**src/lpht_pkg.sv**
```systemverilog
// types, codes and constants of the linear probing hash table unit
// used by the top level and its port checker
package lpht_pkg;

   localparam int TABLE_DEPTH_DEF = 64;
   localparam int KEY_BYTES_DEF   = 8;
   localparam int KEY_MAX_W       = 64;
   localparam int HASH_W          = 32;
   localparam int MOD_BITS        = 4;
   localparam int BYTE_SUM_W      = 11;
   localparam int CSR_W           = 7;
   localparam int STATUS_W        = 3;
   localparam int SLOT_W          = 6;
   localparam int COUNT_W         = 16;
   localparam int MODE_W          = 2;

   localparam logic [CSR_W-1:0]  SIZE_RESET  = 7'd50;
   localparam logic [MODE_W-1:0] MODE_CLEAR  = 2'd0;
   localparam logic [MODE_W-1:0] MODE_INSERT = 2'd1;

   typedef enum logic [STATUS_W-1:0] {
      ST_CLEARED = 3'd0,
      ST_PLACED  = 3'd1,
      ST_FULL    = 3'd2,
      ST_FOUND   = 3'd3,
      ST_MISSING = 3'd4,
      ST_EMPTY   = 3'd5
   } lpht_status_type;

   typedef enum logic [2:0] {
      S_INIT,
      S_IDLE,
      S_HASH,
      S_PROBE,
      S_CLEAR,
      S_REPLY
   } lpht_state_type;

   typedef struct packed {
      logic [MODE_W-1:0]    mode;
      logic [KEY_MAX_W-1:0] key;
   } lpht_req_type;

   typedef struct packed {
      logic [STATUS_W-1:0] status;
      logic [SLOT_W-1:0]   position;
      logic [SLOT_W-1:0]   home_slot;
      logic [COUNT_W-1:0]  collision_count;
   } lpht_rsp_type;

endpackage

```
**src/linear_probe_hash_table_unit.sv**
```systemverilog
// linear probing hash table unit: open-addressing key table in one synchronous memory
// depends on lpht_pkg
//
// items arrive on req_valid/req_ready with a mode and an 8-byte key; one result item per
// request leaves on rsp_valid/rsp_ready. csr_wr_en/csr_wr_data set the ring size at once.
// insert and lookup: the item is accepted while idle, then hashed (4 remainder bits per
// cycle), then one memory read per probed slot, pipelined so a probe issues every cycle,
// then the result is loaded into the output register once it is free. an empty key goes
// straight to the reply, skipping hashing and probing; clear sweeps every entry.
// one item is in work at a time; req_ready is high only while idle, and a new item is
// taken while the previous result still waits in the output register.
// a stalled receiver holds the result; the unit finishes its next item and then waits.
// after reset a clearing pass over every entry runs with req_ready low; the ring
// size returns to 50 and the collision count to zero.
module linear_probe_hash_table_unit #(
   parameter int TABLE_DEPTH = lpht_pkg::TABLE_DEPTH_DEF,
   parameter int KEY_BYTES   = lpht_pkg::KEY_BYTES_DEF
) (
   input  logic                     clock,
   input  logic                     reset,
   input  logic                     csr_wr_en,
   input  logic [lpht_pkg::CSR_W-1:0] csr_wr_data,
   input  logic                     req_valid,
   output logic                     req_ready,
   input  lpht_pkg::lpht_req_type   req_item,
   output logic                     rsp_valid,
   input  logic                     rsp_ready,
   output lpht_pkg::lpht_rsp_type   rsp_item
);
   import lpht_pkg::*;

   localparam int IDX_W     = $clog2(TABLE_DEPTH);
   localparam int CNT_W     = $clog2(TABLE_DEPTH + 1);
   localparam int REM_W     = IDX_W + 1;
   localparam int KEY_W     = 8 * KEY_BYTES;
   localparam int WORD_W    = KEY_W + 1;
   localparam int SIZE_W    = (CNT_W > CSR_W) ? CNT_W : CSR_W;
   localparam int MOD_STEPS = HASH_W / MOD_BITS;
   localparam int STEP_W    = $clog2(MOD_STEPS);

   lpht_state_type          state_ff, state_in;
   logic [CSR_W-1:0]        table_size_ff, table_size_in;
   logic [KEY_W-1:0]        key_ff, key_in;
   logic                    insert_ff, insert_in;
   logic [CNT_W-1:0]        ring_ff, ring_in;
   logic [HASH_W-1:0]       dividend_ff, dividend_in;
   logic [IDX_W-1:0]        rem_ff, rem_in;
   logic [STEP_W-1:0]       mod_cnt_ff, mod_cnt_in;
   logic [IDX_W-1:0]        home_ff, home_in;
   logic [IDX_W-1:0]        iss_addr_ff, iss_addr_in;
   logic [CNT_W-1:0]        iss_cnt_ff, iss_cnt_in;
   logic                    chk_valid_ff, chk_valid_in;
   logic                    chk_first_ff, chk_first_in;
   logic                    chk_last_ff, chk_last_in;
   logic [IDX_W-1:0]        chk_addr_ff, chk_addr_in;
   logic [IDX_W-1:0]        clr_addr_ff, clr_addr_in;
   logic [COUNT_W-1:0]      coll_ff, coll_in;
   lpht_status_type         status_ff, status_in;
   logic [IDX_W-1:0]        pos_ff, pos_in;
   logic                    rsp_valid_ff, rsp_valid_in;
   lpht_rsp_type            rsp_ff, rsp_in;
   logic [WORD_W-1:0]       mem_rd_data_ff;

   logic [WORD_W-1:0]       table_mem [TABLE_DEPTH];
   logic                    mem_wr_en;
   logic [IDX_W-1:0]        mem_wr_addr;
   logic [WORD_W-1:0]       mem_wr_data;

   logic [SIZE_W-1:0]       size_ext;
   logic [CNT_W-1:0]        ring_size;
   logic [KEY_W-1:0]        key_norm;
   logic [BYTE_SUM_W-1:0]   byte_sum;
   logic                    alive;
   logic [REM_W-1:0]        rem_step;
   logic [IDX_W-1:0]        rem_next;
   logic                    req_accept;
   logic                    rsp_free;
   logic                    slot_used;
   logic                    key_match;
   logic                    hit;
   logic                    probe_done;
   logic                    mod_last;
   logic                    clr_last;

   assign req_ready  = (state_ff == S_IDLE);
   assign req_accept = req_valid && req_ready;
   assign rsp_free   = !rsp_valid_ff || rsp_ready;
   assign rsp_valid  = rsp_valid_ff;
   assign rsp_item   = rsp_ff;

   assign slot_used  = mem_rd_data_ff[KEY_W];
   assign key_match  = slot_used && (mem_rd_data_ff[KEY_W-1:0] == key_ff);
   assign hit        = insert_ff ? !slot_used : key_match;
   assign probe_done = chk_valid_ff && (hit || chk_last_ff);
   assign mod_last   = (mod_cnt_ff == STEP_W'(MOD_STEPS - 1));
   assign clr_last   = (clr_addr_ff == IDX_W'(TABLE_DEPTH - 1));

   // effective ring size
   always_comb begin
      size_ext = SIZE_W'(table_size_ff);
      priority if (size_ext == '0) begin
         ring_size = CNT_W'(1);
      end else if (size_ext > SIZE_W'(TABLE_DEPTH)) begin
         ring_size = CNT_W'(TABLE_DEPTH);
      end else begin
         ring_size = CNT_W'(size_ext);
      end
   end

   // key normalisation and signed byte sum
   always_comb begin
      key_norm = '0;
      byte_sum = '0;
      alive    = 1'b1;
      for (int b = 0; b < KEY_BYTES; b++) begin
         alive = alive && (req_item.key[8*b +: 8] != 8'd0);
         if (alive) begin
            key_norm[8*b +: 8] = req_item.key[8*b +: 8];
            byte_sum = byte_sum
                     + {{(BYTE_SUM_W-8){req_item.key[8*b+7]}}, req_item.key[8*b +: 8]};
         end
      end
   end

   // restoring remainder, several bits a cycle
   always_comb begin
      rem_step = REM_W'(rem_ff);
      for (int s = 0; s < MOD_BITS; s++) begin
         rem_step = {rem_step[REM_W-2:0], dividend_ff[HASH_W-1-s]};
         if (rem_step >= REM_W'(ring_ff)) begin
            rem_step = rem_step - REM_W'(ring_ff);
         end
      end
      rem_next = IDX_W'(rem_step);
   end

   // next state
   always_comb begin
      state_in = state_ff;
      unique case (state_ff)
         S_INIT: begin
            if (clr_last) state_in = S_IDLE;
         end
         S_IDLE: begin
            if (req_accept) begin
               priority if (req_item.mode == MODE_CLEAR) begin
                  state_in = S_CLEAR;
               end else if (key_norm == '0) begin
                  state_in = S_REPLY;
               end else begin
                  state_in = S_HASH;
               end
            end
         end
         S_HASH: begin
            if (mod_last) state_in = S_PROBE;
         end
         S_PROBE: begin
            if (probe_done) state_in = S_REPLY;
         end
         S_CLEAR: begin
            if (clr_last) state_in = S_REPLY;
         end
         S_REPLY: begin
            if (rsp_free) state_in = S_IDLE;
         end
         default: state_in = S_INIT;
      endcase
   end

   // datapath and outputs
   always_comb begin
      table_size_in = csr_wr_en ? csr_wr_data : table_size_ff;
      key_in        = key_ff;
      insert_in     = insert_ff;
      ring_in       = ring_ff;
      dividend_in   = dividend_ff;
      rem_in        = rem_ff;
      mod_cnt_in    = mod_cnt_ff;
      home_in       = home_ff;
      iss_addr_in   = iss_addr_ff;
      iss_cnt_in    = iss_cnt_ff;
      chk_valid_in  = 1'b0;
      chk_first_in  = chk_first_ff;
      chk_last_in   = chk_last_ff;
      chk_addr_in   = chk_addr_ff;
      clr_addr_in   = clr_addr_ff;
      coll_in       = coll_ff;
      status_in     = status_ff;
      pos_in        = pos_ff;
      rsp_valid_in  = rsp_valid_ff && !rsp_ready;
      rsp_in        = rsp_ff;
      mem_wr_en     = 1'b0;
      mem_wr_addr   = clr_addr_ff;
      mem_wr_data   = '0;
      unique case (state_ff)
         S_INIT, S_CLEAR: begin
            mem_wr_en   = 1'b1;
            clr_addr_in = clr_addr_ff + IDX_W'(1);
         end
         S_IDLE: begin
            if (req_accept) begin
               key_in      = key_norm;
               insert_in   = (req_item.mode == MODE_INSERT);
               ring_in     = ring_size;
               dividend_in = {{(HASH_W-BYTE_SUM_W){byte_sum[BYTE_SUM_W-1]}}, byte_sum};
               rem_in      = '0;
               mod_cnt_in  = '0;
               clr_addr_in = '0;
               pos_in      = '0;
               home_in     = '0;
               if (req_item.mode == MODE_CLEAR) begin
                  coll_in   = '0;
                  status_in = ST_CLEARED;
               end else begin
                  status_in = ST_EMPTY;
               end
            end
         end
         S_HASH: begin
            dividend_in = dividend_ff << MOD_BITS;
            rem_in      = rem_next;
            mod_cnt_in  = mod_cnt_ff + STEP_W'(1);
            if (mod_last) begin
               home_in     = rem_next;
               iss_addr_in = rem_next;
               iss_cnt_in  = '0;
            end
         end
         S_PROBE: begin
            // issue one read a cycle, check the one issued last cycle
            if (iss_cnt_ff != ring_ff && !probe_done) begin
               chk_valid_in = 1'b1;
               chk_addr_in  = iss_addr_ff;
               chk_first_in = (iss_cnt_ff == '0);
               chk_last_in  = (iss_cnt_ff == ring_ff - CNT_W'(1));
               iss_cnt_in   = iss_cnt_ff + CNT_W'(1);
               iss_addr_in  = (CNT_W'(iss_addr_ff) == ring_ff - CNT_W'(1)) ? '0
                            : iss_addr_ff + IDX_W'(1);
            end
            if (chk_valid_ff) begin
               if (insert_ff && chk_first_ff && slot_used && (coll_ff != '1)) begin
                  coll_in = coll_ff + COUNT_W'(1);
               end
               if (hit) begin
                  pos_in = chk_addr_ff;
                  if (insert_ff) begin
                     mem_wr_en   = 1'b1;
                     mem_wr_addr = chk_addr_ff;
                     mem_wr_data = {1'b1, key_ff};
                     status_in   = ST_PLACED;
                  end else begin
                     status_in   = ST_FOUND;
                  end
               end else if (chk_last_ff) begin
                  pos_in    = '0;
                  status_in = insert_ff ? ST_FULL : ST_MISSING;
               end
            end
         end
         S_REPLY: begin
            if (rsp_free) begin
               rsp_valid_in           = 1'b1;
               rsp_in.status          = status_ff;
               rsp_in.position        = SLOT_W'(pos_ff);
               rsp_in.home_slot       = SLOT_W'(home_ff);
               rsp_in.collision_count = coll_ff;
            end
         end
         default: begin
            rsp_in = rsp_ff;
         end
      endcase
   end

   // slot memory: {used, key}
   always_ff @(posedge clock) begin
      if (mem_wr_en) begin
         table_mem[mem_wr_addr] <= mem_wr_data;
      end
      mem_rd_data_ff <= table_mem[iss_addr_ff];
   end

   always_ff @(posedge clock) begin
      if (reset) begin
         state_ff      <= S_INIT;
         table_size_ff <= SIZE_RESET;
         clr_addr_ff   <= '0;
         coll_ff       <= '0;
         chk_valid_ff  <= 1'b0;
         rsp_valid_ff  <= 1'b0;
      end else begin
         state_ff      <= state_in;
         table_size_ff <= table_size_in;
         clr_addr_ff   <= clr_addr_in;
         coll_ff       <= coll_in;
         chk_valid_ff  <= chk_valid_in;
         rsp_valid_ff  <= rsp_valid_in;
      end
   end

   always_ff @(posedge clock) begin
      key_ff       <= key_in;
      insert_ff    <= insert_in;
      ring_ff      <= ring_in;
      dividend_ff  <= dividend_in;
      rem_ff       <= rem_in;
      mod_cnt_ff   <= mod_cnt_in;
      home_ff      <= home_in;
      iss_addr_ff  <= iss_addr_in;
      iss_cnt_ff   <= iss_cnt_in;
      chk_first_ff <= chk_first_in;
      chk_last_ff  <= chk_last_in;
      chk_addr_ff  <= chk_addr_in;
      status_ff    <= status_in;
      pos_ff       <= pos_in;
      rsp_ff       <= rsp_in;
   end

endmodule

```
**config.mk**
```make
export PLATFORM = sky130hd
export DESIGN_NAME = linear_probe_hash_table_unit
export DESIGN_NICKNAME = d
export VERILOG_FILES = /design/src/lpht_pkg.sv /design/src/linear_probe_hash_table_unit.sv
export SDC_FILE = /design/constraint.sdc
export NUM_CORES = 2
export LEC_CHECK = 0
export BUFFER_PORTS_ARGS = -buffer_cell sky130_fd_sc_hd__clkbuf_2
export CAP_MARGIN = 10
export CORE_MARGIN = 3
export CORE_UTILIZATION = 50
export DETAILED_ROUTE_END_ITERATION = 10
export PLACE_DENSITY = 0.65
export SYNTH_ARGS = -nofsm -noshare
export SYNTH_HDL_FRONTEND = slang
export SYNTH_MEMORY_MAX_BITS = 65536
export SYNTH_SLANG_ARGS = --single-unit
```
**constraint.sdc**
```tcl
create_clock -name clock -period 11.87 [get_ports clock]
set_clock_uncertainty 0.05 [all_clocks]
set_input_delay 2.374 -clock clock [delete_from_list [all_inputs] [get_ports clock]]
set_output_delay 2.374 -clock clock [all_outputs]
set_load 0.1 [all_outputs]
```
==> qor.yml <==
postSynthAreaPerCell_um2: 22.9
synth_fp_nets: 7766
dr.pass1.iters: 8
p_leak_nw: 51.9
min_path_type: "flip-flop to flip-flop"
cts_root_buf: "clkbuf_16"
cts_buffers: 441
grt-ovfl-total: 0
initial_core_util: 0.504
drive_gt1_frac: 0.298
track_usage: 0.277
mostFrequentLayoutCells: "edfxtp_1 (4340), mux4_2 (1359), clkbuf_16 (447)"
peakVddDrop_uv: 706
syn_to_final_growth_pct: 12.9
register_area_um2: 132000
synth_edf_count: 4340
maxSlewHeadroom: 0.0999
post_cts_buffers: 0
fp.dieW_um: 595
fillers: 24814
multi_input_area_um2: 40000
final_cells: 13049
viasPerCell: 6.55
synth_warnings: 0
rows: 215
cp-end-kind: "flip-flop"
totalWireLength_um: 490000
path_class: "input pin to flip-flop"
io_buffers: 110
fmax_mhz: 90.8
seq_area_frac_synth: 0.763
syn_area_um2: 174000
crit_family: "compound AO/OA/AOI/OAI gates"
worst_slack_ns: 0.862
period_share: 0.927
io_pins: 111
ctsLongestPathBuffers: 4
cts_sinks: 4439
ant_nets: 0
grt_max_degree: 122
worst_pin_slew_ns: 1.35
fin_nets: 8289
powerDensity_nw_per_um2: 217
clkTransAtPathRegs_ns: 0.06
wl_per_cell_um: 37.6
worstPathRequired_ns: 12.63
yosys.cell_types.count: 74
cts_tree: "done"
finalCriticalPeriod_ns: 11.01
hold_viol_final: 0
dpl.cell_count: 12205
worstPathArrival_ns: 11.77
final_common_cell: "edfxtp_1"
synthArstFlopShare: 0
run_status: "finished, final reports clean"
drc: 0
cpPeakStageDelay_ns: 0.44
ys_ff_latch: 4439
grt_pass1_vias: 84449
cp_num_buf_inv: 4
dp_hpwl_um: 267000
critPathLaunchType: "input pin"
path_max_fanout: 11
clock_latency_ns: 0.97
vias: 85456
dieArea_um2: 354000
setup_viol: 0
die_height_um: 595
antenna_found_initial: 27
cts_hold_buf: 0
ys.flop_type: "edfxtp_1"
core_area_um2: 344000
crit_top_cell: "ha_1"
grt_pass1_wl_um: 683000
drv_slew: 0
htree_num_levels: 5
synth_cells: 7573
dr.first_iter.drc_count: 12773
cap_violations: 0
dp_slack_ns: -0.371
place.gp.congestion: 0.894
cp_slowest_cell: "fa_1"
## logic make-up after synthesis
family	after synthesis	synth area share
adders and majority gates	115	0.00877
xor gates and xnor gates	160	0.00816
AOI/OAI and AO/OA	316	0.0119
DFF	4439	0.763
buffers and inverters	459	0.0101
muxes	1401	0.179
and+or+nand+nor	683	0.0195
## per-layer routing
layer	vias to the layer above	wire [um]	GRT usage	share of wire
met5	-	52	0	0.00011
met4	8	23000	0.112	0.047
met3	870	46100	0.0496	0.094
met2	5028	240000	0.445	0.49
met1	46314	182000	0.381	0.37
li1	33236	-	-	-
## final timing paths
path / slack (ns) / cells after the start / to / start
worst max register to register: 1.93 / 39 / iss_addr_ff[0] / ring_ff[1]
worst min register to register: 0.37 / 0 / rsp_item[22] / pos_ff[0]
worst min-delay path: 0.37 / 0 / rsp_item[22] / pos_ff[0]
worst max-delay path: 0.86 / 44 / dividend_ff[14] / req_item[9]
## cell usage after synthesis (all sizes together), types with 6 or more instances
master / count / share of area
mux2: 20 / 0.0013
nand4: 22 / 0.00083
nand2b: 18 / 0.00065
nor2: 208 / 0.0045
o31ai: 16 / 0.00069
xnor2: 90 / 0.0045
a21oi: 71 / 0.0020
dfxtp: 99 / 0.011
o22ai: 12 / 0.00043
a211oi: 10 / 0.00043
nand3: 45 / 0.0013
a2111oi: 6 / 0.00034
ha: 104 / 0.0075
mux4: 1359 / 0.18
buf: 99 / 0.0023
edfxtp: 4340 / 0.75
nor2b: 34 / 0.0012
a31oi: 14 / 0.00050
o21bai: 7 / 0.00030
o21ai: 71 / 0.0020
a21o: 49 / 0.0021
mux2i: 22 / 0.0013
and2: 110 / 0.0040
and3: 26 / 0.00094
clkbuf: 270 / 0.0058
a211o: 7 / 0.00035
o21a: 6 / 0.00026
or3: 11 / 0.00040
o221ai: 7 / 0.00035
a21boi: 6 / 0.00026
nor3: 27 / 0.00081
nand2: 134 / 0.0029
xor2: 69 / 0.0035
inv: 89 / 0.0019
nor4: 25 / 0.00090
fa: 11 / 0.0013
## power breakdown
part | switching [W] | internal (W) | leakage, nW
Sequential | 0.000189 | 0.0180 | 32.2
Combinational | 0.00586 | 0.00483 | 12.9
Clock | 0.00582 | 0.00772 | 6.83
Total | 0.0119 | 0.0306 | 51.9
## state kept, by name, summed over array words and instances (netlist names), 7 cells and up
name and flops:
coll_ff 16, size_ext 7, mem_rd_data_ff 65, dividend_ff 32
key_ff 64, table_mem 4160, iss_cnt_ff 7, rsp_item 31
ring_ff 7
## timing repair
action,in CTS,in global routing
endpoints found under the setup margin,0,22
gates resized for setup,0,2
hold endpoints to repair,0,0
## through the flow
stage | power (W) | util | cell area (um^2) | hold slack (ns) | TNS (ns)
finish | 0.0425 | 0.569 | 196000 | 0.366 | 0
global route | 0.0443 | 0.569 | 196000 | 0.374 | -0.279
CTS | 0.0415 | 0.568 | 196000 | 0.370 | 0
detailed placement | 0.0280 | 0.528 | 182000 | 0.356 | -7.78
global placement | 0.0279 | 0.528 | 182000 | 0.353 | -7.38
floorplan | 0.0265 | - | 174000 | 0.350 | 0
## cell type report
type,count,area share
diodes,21,0.000268
clock buffers,599,0.0613
clock inverters,219,0.0101
inverters,90,0.00175
multi-input cells,2676,0.204
flip-flops and latches,4439,0.676
well taps,4557,0.0291
repair buffers,448,0.0177
Note: power is estimated with default switching activity, not from simulation.
